===== config.mk =====
export PLATFORM = sky130hd
export DESIGN_NAME = emlp_front
export DESIGN_NICKNAME = d
export VERILOG_FILES = /design/src/rtl/embedding_mlp_hidden_layer_core_defines.svh /design/src/rtl/emlp_pkg.sv /design/src/rtl/emlp_front.sv
export SDC_FILE = /design/constraint.sdc
export NUM_CORES = 1
export LEC_CHECK = 0
export BUFFER_PORTS_ARGS = -buffer_cell sky130_fd_sc_hd__buf_2
export CAP_MARGIN = 10
export CORE_MARGIN = 5
export CORE_UTILIZATION = 24
export DETAILED_ROUTE_END_ITERATION = 6
export PLACE_DENSITY = 0.92
export SYNTH_ARGS = -nofsm -noshare
export SYNTH_HDL_FRONTEND = slang
export SYNTH_SLANG_ARGS = --single-unit

===== constraint.sdc =====
create_clock -name vclk -period 0.8
set_input_delay 0.12 -clock vclk [all_inputs]
set_output_delay 0.12 -clock vclk [all_outputs]
set_load 0.01 [all_outputs]

===== src/rtl/embedding_mlp_hidden_layer_core_defines.svh =====
// Assertion macros for the RTL file that checks its own logic (emlp_back).
// Each macro expects a clock named clk and an active-low reset named rst_n.
`ifndef EMBEDDING_MLP_HIDDEN_LAYER_CORE_DEFINES_SVH
`define EMBEDDING_MLP_HIDDEN_LAYER_CORE_DEFINES_SVH

// Consequent must hold in the same cycle as the antecedent.
`define EMLP_ASSERT_SAME(lbl, ante, cons, msg) \
  lbl: assert property (@(posedge clk) disable iff (!rst_n) (ante) |-> (cons)) \
    else $error(msg);

// Consequent must hold in the cycle after the antecedent.
`define EMLP_ASSERT_NEXT(lbl, ante, cons, msg) \
  lbl: assert property (@(posedge clk) disable iff (!rst_n) (ante) |=> (cons)) \
    else $error(msg);

`endif


===== src/rtl/emlp_pkg.sv =====
`default_nettype none

package emlp_pkg;

  localparam int EMBED_DIM    = 8;
  localparam int CONTEXT_LEN  = 4;
  localparam int HIDDEN_UNITS = 32;
  localparam int NUM_TOKENS   = 27;
  localparam int FRAC_BITS    = 12;

  localparam int EMB_WORDS = NUM_TOKENS * EMBED_DIM;
  localparam int VEC_LEN   = CONTEXT_LEN * EMBED_DIM;
  localparam int W_WORDS   = VEC_LEN * HIDDEN_UNITS;

  localparam int WORD_W = 16;
  localparam int ADDR_W = 10;
  localparam int CHAR_W = 8;
  localparam int TOK_W  = 5;
  localparam int OUT_UNIT_W = 5;
  localparam int ACT_W  = 15;
  localparam int ACT_MAX = 32767;

  localparam int EMB_AW  = (EMB_WORDS > 1) ? $clog2(EMB_WORDS) : 1;
  localparam int WGT_AW  = (W_WORDS > 1) ? $clog2(W_WORDS) : 1;
  localparam int UNIT_W  = (HIDDEN_UNITS > 1) ? $clog2(HIDDEN_UNITS) : 1;
  localparam int CTX_W   = (CONTEXT_LEN > 1) ? $clog2(CONTEXT_LEN) : 1;
  localparam int DIM_W   = (EMBED_DIM > 1) ? $clog2(EMBED_DIM) : 1;
  localparam int PROD_W  = 2 * WORD_W;
  localparam int ACC_W   = PROD_W + $clog2(VEC_LEN + 1) + 2;

  localparam int QUEUE_DEPTH = 2;
  localparam int QPTR_W      = 1;
  localparam int QCNT_W      = 2;

  typedef enum logic [1:0] {
    REQ_EMB  = 2'd0,
    REQ_WGT  = 2'd1,
    REQ_BIAS = 2'd2,
    REQ_CHAR = 2'd3
  } req_t;

  typedef enum logic [1:0] {
    BACK_IDLE,
    BACK_RUN,
    BACK_DRAIN
  } back_state_t;

  typedef struct packed {
    req_t                     kind;
    logic [ADDR_W-1:0]        addr;
    logic signed [WORD_W-1:0] value;
    logic [TOK_W-1:0]         token;
  } qentry_t;

  typedef struct packed {
    logic not_empty;
    logic full;
  } qstat_t;

  // Period maps to token 0, lower-case letters to 1..26, anything else to 0.
  function automatic logic [TOK_W-1:0] char_token(input logic [CHAR_W-1:0] c);
    logic [TOK_W-1:0] tok;
    tok = '0;
    if (c >= 8'h61 && c <= 8'h7a) begin
      tok = TOK_W'(c - 8'h60);
    end
    return tok;
  endfunction

endpackage

`default_nettype wire


===== src/rtl/emlp_front.sv =====
`default_nettype none

module emlp_front
  import emlp_pkg::*;
(
  input  wire logic                     start,
  input  wire logic [1:0]               in_req_type,
  input  wire logic [ADDR_W-1:0]        in_table_addr,
  input  wire logic signed [WORD_W-1:0] in_load_value,
  input  wire logic [CHAR_W-1:0]        in_char_code,
  input  wire qstat_t                   qstat,
  output logic                          busy,
  output logic                          push,
  output qentry_t                       entry
);

  logic [31:0] addr_ext;
  logic        keep;
  req_t        kind;

  assign addr_ext = 32'(in_table_addr);
  assign kind     = req_t'(in_req_type);
  assign busy     = qstat.full;

  // Loads that fall outside their table are accepted and dropped here.
  always_comb begin
    keep = 1'b0;
    case (kind)
      REQ_EMB:  keep = addr_ext < 32'(EMB_WORDS);
      REQ_WGT:  keep = addr_ext < 32'(W_WORDS);
      REQ_BIAS: keep = addr_ext < 32'(HIDDEN_UNITS);
      REQ_CHAR: keep = 1'b1;
      default:  keep = 1'b0;
    endcase
  end

  assign push        = start && !qstat.full && keep;
  assign entry.kind  = kind;
  assign entry.addr  = in_table_addr;
  assign entry.value = in_load_value;
  assign entry.token = char_token(in_char_code);

endmodule

`default_nettype wire


Word-level counts from Yosys, hierarchy flattened:

Cells that the tools add are included.

* logic and storage cells: 16
* output and inout port bits: 35
* register bits: 0
* bits of input ports: 39

* $add $sub $neg: 1
* order comparisons: 5
* reductions and logical operators: 5
* multiplexer cells: 2
* equal/unequal tests: 3

Operator list (count)
* 10-bit by 11-bit less-than comparator with 1-bit output (second input constant): 1
* 10-bit by 6-bit less-than comparator with 1-bit output (second input constant): 1
* 10-bit by 8-bit less-than comparator with 1-bit output (second input constant): 1
* 8-bit by 7-bit >= comparator with 1-bit output (second input constant): 1
* 8-bit by 7-bit less-or-equal comparator with 1-bit output (second input constant): 1
* 5-bit 2-to-1 mux: 1
* 5-bit by 1-bit subtractor with 5-bit output (second input constant): 1
* 2-bit == test (second input constant): 2
* 1-bit one-hot mux with 4 select lines: 1
* 1-bit logical AND: 3
* 2-bit by 1-bit == test with 1-bit output (second input constant): 1
* 2-bit logical NOT: 1
* 1-bit logical NOT: 1

Logic depth before layout (Yosys ltp):

* depth in word-level cells: 3
* gate-level depth with buffers: 3
* gate-level depth less buffers: 3

Least setup slack after synthesis:

No wires, ideal clock.

* path kind: input to output
* start point: input port in_table_addr[7]
* end point: output port push
* cell stages on the path: 3
* buffers on the path: 0
* setup slack: -0.001 ns
* data required time: 0.680 ns
* arrival: 0.681 ns
* cells stage by stage: o31ai_1 o211ai_1 a21oi_1

* cells in the longest elaborated chain, start to end: 3
* elaborated cells on any way between the ends: 5
* those cells by class: order compare (3); mux (1); reduce/logical (1)

RTL lines
* start, declared: line emlp_front.sv:8 `input wire logic [ADDR_W-1:0] in_table_addr,`
* 10-bit by 11-bit less-than comparator with 1-bit output, or another cell as far along: line emlp_front.sv:30 `REQ_WGT: keep = addr_ext < 32'(W_WORDS);`
* 1-bit one-hot mux with 4 select lines *: line emlp_front.sv:28 `case (kind)`
* 1-bit logical AND *: line emlp_front.sv:37 `assign push = start && !qstat.full && keep;`
* end, declared: line emlp_front.sv:13 `output logic push,`

Mark *: on every way between the ends. The rest lies on a longest branch, timed or not.

Worst setup path in the final report:

* start point: input port in_table_addr[5]
* end point: output port push

The elaborated chain is that of the path after synthesis.

==> out/metrics.csv <==
metric,value,unit
worst_pin_slew,0.206,ns
power.sequential.fraction,0,%
worst_setup_path_start_kind,input port,
postSynthAreaPerCell,6.77,sq um
initialDrtViolationCount,3,
io_buffer_count,35,
report.final.setup_viol,6,
layout_cells_sized_above_1,75.0,%
antenna-diode-count,0,
critPathKind,input port to primary output,
post_synth_num_cell_types,12,
hold_violations,0,
share_comb_of_total_power,100.0,%
grt_pass1_vias,315,
initial_core_util,25.5,%
synth.top_cells.by_count,"29 x sky130_fd_sc_hd__buf_4, 4 x sky130_fd_sc_hd__a21oi_1, 4 x sky130_fd_sc_hd__nand2_1",
synthesis.instances,49,
total_switching_power,83.3,uW
required,0.68,ns
synth.most_common_cell,sky130_fd_sc_hd__buf_4,
netlist_top_cells_area,"sky130_fd_sc_hd__buf_4 66%, sky130_fd_sc_hd__a21oi_1 6.0%, sky130_fd_sc_hd__o211a_1 6.0%",
syn_nets,88,
areaGrowthSynthToFinish,10.6,%
fin_area,367,sq um
clock_buffer_count,0,
final.setup.tns,-0.615,ns
place_area,312,sq um
viasPerCell,4.39,
grt_pass1_wl,1100,microns
rsz_0062_raised_after_global_routing,true,
detailroute.via_count,312,
internal_power,89.9,uW
post-route-period-util,120,%
pwr_density_cell,472,nW/um^2
antenna_nets_post_route,0,
worst_setup_path_end_kind,primary output,
worstHoldEndpoint,entry[10],
grt_use_total,6.38,%
fmax,1040,MHz
final_routed_drc_violation_total,0,
die_w,47.2,microns
die_area,2230,sq um
sequential_cell_area,0,sq um
final_net_count,97,
min_period,0.963,ns
maxSlewHeadroom,86.2,%
pin_count_of_the_biggest_net_entering_global_routing,6,
floorplan.io_pins,74,
floorplan.die.height,47.2,microns
yosys.area.top_type,sky130_fd_sc_hd__buf_4,
gpl.final_weighted_congestion,0.670,
synth_warnings,0,
synth_sequential_area_ratio,0,%
cp.arrival,0.84,ns
firstDrtPassIters,4,
slew_viol_final,0,
hold-path-cell-count,0,
switching_share,48.1,%
fp.coreArea,1300,sq um
hp-class,input port to primary output,
rows,13,
ir_worst_vdd,83.4,uV
post_drt_wl_per_cell,13.1,microns
setup_ws,-0.163,ns
crit_path_max_fanout,2,
violations_in_the_final_reports,setup timing,
numSequentialCells,0,
holdCritStartpoint,in_load_value[5],
max-cap-violations,0,
status,"complete, but fails checks",
syn_area,332,sq um
p_leak,0.232,nW
synthDominantCellAreaShare,65.7,%
clock_power_share,0,%
routed_wl,927,microns
grt_overflow_total,0,
grt_antenna_before_repair,0,
## placed cells by master (no fill, tap or decap), types with 2 or more instances in the layout
master,n
sky130_fd_sc_hd__buf_2,32
sky130_fd_sc_hd__nand2_1,3
sky130_fd_sc_hd__nor2_1,3
sky130_fd_sc_hd__a21oi_2,3
sky130_fd_sc_hd__o211a_1,2
sky130_fd_sc_hd__buf_6,2
## per-layer routing
| layer | GRT usage [%] | share of wire (%) | up-vias |
|---|---|---|---|
| li1 | - | - | 148 |
| met1 | 4.89 | 20 | 137 |
| met2 | 13.8 | 62 | 17 |
| met3 | 0 | 15 | 10 |
| met4 | 5.52 | 3.1 | 0 |
| met5 | 0 | 0 | - |
## stage by stage
step	instances	power [mW]	hold slack, ns	util [%]	worst slack, ns
floorplan	49	0.183	0.317	-	0.0298
global placement	70	0.138	0.240	23.9	-0.207
detailed placement	70	0.143	0.240	23.9	-0.230
CTS	71	0.159	0.240	26.4	-0.164
global route	71	0.189	0.240	28.2	-0.201
finish	71	0.173	0.240	28.2	-0.163
## what timing repair did
action,CTS,global route
buffers inserted,1,0
pin swaps,6,2
endpoints found under the setup margin,6,6
gates resized for setup,5,5
hold buffers,0,0
## final cells by class
type | instances | area (sq um)
inverters | 1 | 3.75
well taps | 15 | 18.8
fillers | 157 | 935
repair buffers | 36 | 205
multi-input cells | 19 | 139
## critical path, cell delays in order
cell,delay (ns)
sky130_fd_sc_hd__buf_8,0.10
sky130_fd_sc_hd__o31ai_4,0.22
sky130_fd_sc_hd__o211ai_1,0.13
sky130_fd_sc_hd__a21oi_2,0.14
sky130_fd_sc_hd__buf_2,0.13
## cells by family (layout without fill, tap and decap cells)
kind of cell | after synthesis | count (layout) | synth area share [%]
buf+inv | 30 | 37 | 66.8
simple gates | 10 | 10 | 14.3
compound gates | 9 | 9 | 18.9
## power by group through the flow
stage | combinational, mW | sequential, mW | clock, mW
5_1_grt | 0.189 | 0 | 0
4_1_cts | 0.159 | 0 | 0
3_3_place_gp | 0.138 | 0 | 0
3_5_place_dp | 0.143 | 0 | 0
2_1_floorplan | 0.183 | 0 | 0
6_report | 0.173 | 0 | 0
## how the worst max path moves through the flow
stage	end	start	cells past startpoint
after global routing	push	in_table_addr[5]	5
after floorplan	push	in_table_addr[7]	3
after detailed placement	push	in_table_addr[7]	5
after CTS	push	in_table_addr[5]	5
after global placement	push	in_table_addr[7]	5
final	push	in_table_addr[5]	5
No activity file was read; power rests on OpenSTA's default activity.
