### src/rtl/embedding_mlp_hidden_layer_core_defines.svh
// Assertion macros for the RTL file that checks its own logic (emlp_back).
// Each macro expects a clock named clk and an active-low reset named rst_n.
`ifndef EMBEDDING_MLP_HIDDEN_LAYER_CORE_DEFINES_SVH
`define EMBEDDING_MLP_HIDDEN_LAYER_CORE_DEFINES_SVH

// Consequent must hold in the same cycle as the antecedent.
`define EMLP_ASSERT_SAME(lbl, ante, cons, msg) \
  lbl: assert property (@(posedge clk) disable iff (!rst_n) (ante) |-> (cons)) \
    else $error(msg);

// Consequent must hold in the cycle after the antecedent.
`define EMLP_ASSERT_NEXT(lbl, ante, cons, msg) \
  lbl: assert property (@(posedge clk) disable iff (!rst_n) (ante) |=> (cons)) \
    else $error(msg);

`endif

### src/rtl/emlp_pkg.sv
`default_nettype none

package emlp_pkg;

  localparam int EMBED_DIM    = 8;
  localparam int CONTEXT_LEN  = 4;
  localparam int HIDDEN_UNITS = 32;
  localparam int NUM_TOKENS   = 27;
  localparam int FRAC_BITS    = 12;

  localparam int EMB_WORDS = NUM_TOKENS * EMBED_DIM;
  localparam int VEC_LEN   = CONTEXT_LEN * EMBED_DIM;
  localparam int W_WORDS   = VEC_LEN * HIDDEN_UNITS;

  localparam int WORD_W = 16;
  localparam int ADDR_W = 10;
  localparam int CHAR_W = 8;
  localparam int TOK_W  = 5;
  localparam int OUT_UNIT_W = 5;
  localparam int ACT_W  = 15;
  localparam int ACT_MAX = 32767;

  localparam int EMB_AW  = (EMB_WORDS > 1) ? $clog2(EMB_WORDS) : 1;
  localparam int WGT_AW  = (W_WORDS > 1) ? $clog2(W_WORDS) : 1;
  localparam int UNIT_W  = (HIDDEN_UNITS > 1) ? $clog2(HIDDEN_UNITS) : 1;
  localparam int CTX_W   = (CONTEXT_LEN > 1) ? $clog2(CONTEXT_LEN) : 1;
  localparam int DIM_W   = (EMBED_DIM > 1) ? $clog2(EMBED_DIM) : 1;
  localparam int PROD_W  = 2 * WORD_W;
  localparam int ACC_W   = PROD_W + $clog2(VEC_LEN + 1) + 2;

  localparam int QUEUE_DEPTH = 2;
  localparam int QPTR_W      = 1;
  localparam int QCNT_W      = 2;

  typedef enum logic [1:0] {
    REQ_EMB  = 2'd0,
    REQ_WGT  = 2'd1,
    REQ_BIAS = 2'd2,
    REQ_CHAR = 2'd3
  } req_t;

  typedef enum logic [1:0] {
    BACK_IDLE,
    BACK_RUN,
    BACK_DRAIN
  } back_state_t;

  typedef struct packed {
    req_t                     kind;
    logic [ADDR_W-1:0]        addr;
    logic signed [WORD_W-1:0] value;
    logic [TOK_W-1:0]         token;
  } qentry_t;

  typedef struct packed {
    logic not_empty;
    logic full;
  } qstat_t;

  // Period maps to token 0, lower-case letters to 1..26, anything else to 0.
  function automatic logic [TOK_W-1:0] char_token(input logic [CHAR_W-1:0] c);
    logic [TOK_W-1:0] tok;
    tok = '0;
    if (c >= 8'h61 && c <= 8'h7a) begin
      tok = TOK_W'(c - 8'h60);
    end
    return tok;
  endfunction

endpackage

`default_nettype wire

### src/rtl/emlp_queue.sv
`default_nettype none

module emlp_queue
  import emlp_pkg::*;
(
  input  wire logic    clk,
  input  wire logic    rst_n,
  input  wire logic    push,
  input  wire qentry_t push_entry,
  input  wire logic    pop,
  output qentry_t      head,
  output qstat_t       qstat
);

  qentry_t           mem_r [QUEUE_DEPTH];
  logic [QPTR_W-1:0] wr_ptr_r, wr_ptr_nxt;
  logic [QPTR_W-1:0] rd_ptr_r, rd_ptr_nxt;
  logic [QCNT_W-1:0] cnt_r, cnt_nxt;
  logic              do_push;
  logic              do_pop;

  assign qstat.full      = cnt_r == QCNT_W'(QUEUE_DEPTH);
  assign qstat.not_empty = cnt_r != '0;
  assign head            = mem_r[rd_ptr_r];

  assign do_push = push && !qstat.full;
  assign do_pop  = pop && qstat.not_empty;

  always_comb begin
    wr_ptr_nxt = do_push ? wr_ptr_r + 1'b1 : wr_ptr_r;
    rd_ptr_nxt = do_pop ? rd_ptr_r + 1'b1 : rd_ptr_r;
    cnt_nxt    = cnt_r;
    if (do_push && !do_pop) begin
      cnt_nxt = cnt_r + 1'b1;
    end else if (do_pop && !do_push) begin
      cnt_nxt = cnt_r - 1'b1;
    end
  end

  always_ff @(posedge clk) begin
    if (!rst_n) begin
      wr_ptr_r <= '0;
      rd_ptr_r <= '0;
      cnt_r    <= '0;
    end else begin
      wr_ptr_r <= wr_ptr_nxt;
      rd_ptr_r <= rd_ptr_nxt;
      cnt_r    <= cnt_nxt;
    end
  end

  always_ff @(posedge clk) begin
    if (do_push) begin
      mem_r[wr_ptr_r] <= push_entry;
    end
  end

endmodule

`default_nettype wire

### config.mk
export PLATFORM = sky130hd
export DESIGN_NAME = emlp_queue
export DESIGN_NICKNAME = d
export VERILOG_FILES = /design/src/rtl/embedding_mlp_hidden_layer_core_defines.svh /design/src/rtl/emlp_pkg.sv /design/src/rtl/emlp_queue.sv
export SDC_FILE = /design/constraint.sdc
export NUM_CORES = 1
export LEC_CHECK = 0
export BUFFER_PORTS_ARGS = -buffer_cell sky130_fd_sc_hd__buf_2
export CORE_MARGIN = 4
export CORE_UTILIZATION = 51
export DETAILED_ROUTE_END_ITERATION = 16
export PLACE_DENSITY = 0.77
export SLEW_MARGIN = 5
export SYNTH_ARGS = -nofsm -noshare
export SYNTH_HDL_FRONTEND = slang
export SYNTH_SLANG_ARGS = --single-unit
### constraint.sdc
create_clock -name clk -period 3.1 [get_ports clk]
set_input_delay 0.62 -clock clk [delete_from_list [all_inputs] [get_ports clk]]
set_output_delay 0.62 -clock clk [all_outputs]
set_load 0.02 [all_outputs]
Word level (Yosys, flattened, before mapping)
Memories as Yosys holds them, arrays and structs flattened. A register that Yosys moved wholly into a read port is not among the register bits. Cells that the tools add are included.

Bits in registers: 4. Latch bits: 0. RAM bits: 66. Bits in read-only memories: 0. Input port bits: 37. Output and inout port bits: 35. Logic and storage cells: 24. Memories kept: 1.

Memories: mem_r (words 2, width 33, read ports 1, clocked after memory_dff 1, wr ports 1, line emlp_queue.sv:15) `qentry_t mem_r [QUEUE_DEPTH];`.

$add $sub $neg: 4. Multiply operators: 0. Divide/modulo/power cells: 0. Order comparisons: 0. Eq/ne operators: 1. Shifts and indexed selects: 0. Muxes and demuxes: 6. Bitwise logic cells: 0. Reduce and logical (&&, ||, !) cells: 9.

Operators by type and width (count): $logic_and A1 B1 Y1 (4); $mux W1 (4); $mux W2 (2); $reduce_bool A2 Y1 (2); $logic_not A1 Y1 (3); $add A1 B1 Y1 const B (2); $add A2 B1 Y2 const B (1); $eq A2 B2 Y1 const B (1); $sub A2 B1 Y2 const B (1).

Longest topological paths before layout
Word-level depth: 7. Mapped depth: 7. Depth with buffers taken out: 7.

Least setup slack after synthesis
Ideal clock, no wire load.

Path kind: input port to flip-flop. From: in push. To: mem mem_r[0][0] (netlist name) (enable). Library setup time: 419 ps. Arrival: 2033 ps. Required time: 2681 ps. Path slack: 648 ps. Stages: 2. Path buffers: 0. Path through: inv_1 nor3_2.

Word-level cells in the longest chain between the ends: 3.

Ends and longest elaborated chain: start, declared (line emlp_queue.sv:8) `input wire logic push,`; $logic_and A1 B1 Y1 (line emlp_queue.sv:26) `assign do_push = push && !qstat.full;`; $mux W1 (line emlp_queue.sv:53) `if (do_push) begin`; $mux W1 (implied by the code) (line emlp_queue.sv:54) `mem_r[wr_ptr_r] <= push_entry;`; end, declared (line emlp_queue.sv:15).

Every way passes these cells.

==> metrics.md <==
| Metric | Value |
|---|---|
| Initial Utilization | `0.538` |
| Post-CTS Setup Bufs | `0` |
| Drt wl/cell | `15.8 um` |
| Design Area, Final | `3260 um^2` |
| Post-Place Cell Area | `3080 um^2` |
| Fin. Hold Viols | `0` |
| I/O Buffers | `71` |
| Share of cells above drive strength 1 | `0.572` |
| Syn avg cell area | `20.4 um^2` |
| Synth cell types | `21` |
| CP Capture Type | `output port` |
| Largest net degree at the start of global routing | `29` |
| Synthesized area | `2610 um^2` |
| Layout Nets | `248` |
| Metal3 WL | `331 um` |
| Peak VDD IR | `501 uV` |
| Hold Crit Start | `push_entry[5]` |
| Avg Vias per Cell | `4.87` |
| Post-route setup slack | `638 ps` |
| GRT Total Usage | `0.153` |
| F_max | `406 MHz` |
| Post-Syn Instances | `128` |
| Status | `finished, final reports clean` |
| Lkg Pwr | `1.24 nW` |
| # H-tree levels | `3` |
| Pre-antenna DRT Iters | `4` |
| Slew Viols, Final | `0` |
| Crit path required time | `2480 ps` |
| DP HPWL | `3110 um` |
| Die height | `79.5 um` |
| M1 WL | `1710 um` |
| DRT Wirelength | `4460 um` |
| Post-CTS resize count | `0` |
| Multi-input gate area | `507 um^2` |
| Area of the core | `4850 um^2` |
| Initial antenna violation count | `0` |
| Final Setup Violations | `0` |
| Filler instances | `308` |
| CTS sink cnt | `71` |
| Detail Route Antenna Nets | `0` |
| # rows | `25` |
| Setup TNS Final | `0 ps` |
| Fin crit share | `0.794` |
| Worst-path maximum fanout | `20` |
| Slew @ Worst Pin | `663 ps` |
| Number of global-route vias before repair | `1460` |
| Worst setup SP type | `flop` |
| Die ar. | `6330 um^2` |
| Placer Congestion | `0.652` |
| Syn_nets | `166` |
| Syn. warnings | `0` |
| R2r startpoint | `cnt_r[0]$_SDFFE_PN0P_` |
| Slew Limit Headroom | `0.557` |
| Met2 WL | `2320 um` |
| ANT cells | `0` |
| Drc violations | `0` |
| Clock transition at path regs | `70 ps` |
| Final setup skew | `4.86 ps` |
| Vias | `1374` |
| First-pass GRT wire length | `6930 um` |
| RSZ-0062 raised after global routing | `no` |
| Critical path arrival | `1840 ps` |
| Pwr dens | `838 nW/um^2` |
| CTS Hold Buffers Added | `0` |
| Synth-to-Final Area Change | `24.8%` |
| Crit Path Category | `flop to output port` |
| I/O pin cnt | `72` |
| Seq cells post-synth | `71` |
| Top Metal Used | `met4` |
| Starting DRT DRC Count | `55` |
| Max-Cap Viols | `0` |
| CTS tree | `yes` |
| Flip-flop and latch area | `2080 um^2` |
| Grt total ovfl | `0` |
| Clock Latency Late Sink | `330 ps` |
| Sequential area share after synthesis | `0.798` |
| Minimum clock period | `2460 ps` |
| Die width | `79.5 um` |
| Bufs on Longest Clock Path | `2` |
| DP Worst Slack | `967 ps` |
| Root buffer cell | `clkbuf_8` |
| CTS Buf Count | `9` |
| Min-delay worst type | `input port to flop` |
-- cell type report --
cell class | instances | share of cell area
Tap cell | 67 | 0.0257
Clock buffer | 10 | 0.0392
Sequential cell | 71 | 0.639
Inverter | 2 | 0.00231
Multi-Input combinational cell | 51 | 0.156
Timing Repair Buffer | 75 | 0.122
Clock inverter | 6 | 0.0158
-- cells by family (layout without fill, tap and decap cells) --
group / Yosys count / count (layout) / synth area share
fa+ha+maj: 1 / 1 / 0.00479
compound gates: 5 / 5 / 0.0125
xor+xnor: 3 / 3 / 0.0101
buf+inv: 6 / 93 / 0.0105
simple gates: 9 / 9 / 0.0221
mux: 33 / 33 / 0.142
flops: 71 / 71 / 0.798
-- final timing paths --
path                                              end  slack [ps]  cells past startpoint
worst min-delay path            mem_r[0][5]$_DFFE_PP_         480                      1
worst max register to register  mem_r[0][0]$_DFFE_PP_        1230                      4
worst max-delay path                         head[11]         640                      3
worst min register to register  cnt_r[1]$_SDFFE_PN0P_         550                      2
-- synth_stat cells --
cell type  instances  share of area
inv_1              1         0.0014
and2_1             3         0.0072
o21ai_0            1         0.0019
inv_2              1         0.0014
a21boi_1           1         0.0029
a21boi_0           1         0.0029
dfxtp_1            5          0.038
mux2_2            33           0.14
or3_1              1         0.0024
and3_1             1         0.0024
nand2b_1           1         0.0024
buf_2              4         0.0077
nor3_2             1         0.0038
or2_2              1         0.0024
nor2_1             1         0.0014
xnor2_1            2         0.0067
o21ai_1            1         0.0019
o21a_1             1         0.0029
ha_1               1         0.0048
xor2_1             1         0.0034
edfxtp_1          66           0.76
-- placed cells by master (no fill, tap or decap), types with 2 or more instances in the layout --
cell type / n
mux2_2: 33
xnor2_1: 2
dfxtp_1: 5
clkinv_1: 3
clkinv_2: 2
buf_2: 71
buf_4: 3
and2_1: 3
clkbuf_8: 9
edfxtp_1: 66
-- worst max-delay path, stage by stage (launching register included) --
cell and delay [ps]:
dfxtp_1 750, buf_12 250, mux2_2 350, buf_2 160
-- state kept, by name (all words and copies together) (netlist names), named ones only --
| signal | cells |
|---|---|
| cnt_r | 2 |
| wr_ptr_r | 1 |
| mem_r | 66 |
| rd_ptr_r | 1 |
-- metrics by stage --
stage	hold slack, ps	cells	power [mW]	utilization
global route	465	282	2.87	0.672
floorplan	479	128	1.83	-
finish	479	282	2.73	0.672
global placement	488	266	2.07	0.635
detailed placement	537	266	2.10	0.635
CTS	459	282	2.77	0.672
-- power breakdown --
group | leakage [nW] | total, mW | switching, mW | internal [mW]
combinational | 0.490 | 0.798 | 0.453 | 0.345
sequential | 0.658 | 1.28 | 0.0702 | 1.21
clock | 0.0925 | 0.655 | 0.295 | 0.361
-- layer usage --
metal | track usage | vias up
met5 | 0 | -
met1 | 0.166 | 656
met2 | 0.265 | 53
met3 | 0.0395 | 9
met4 | 0.0979 | 0
li1 | - | 656
Note: power is estimated with default switching activity, not from simulation.
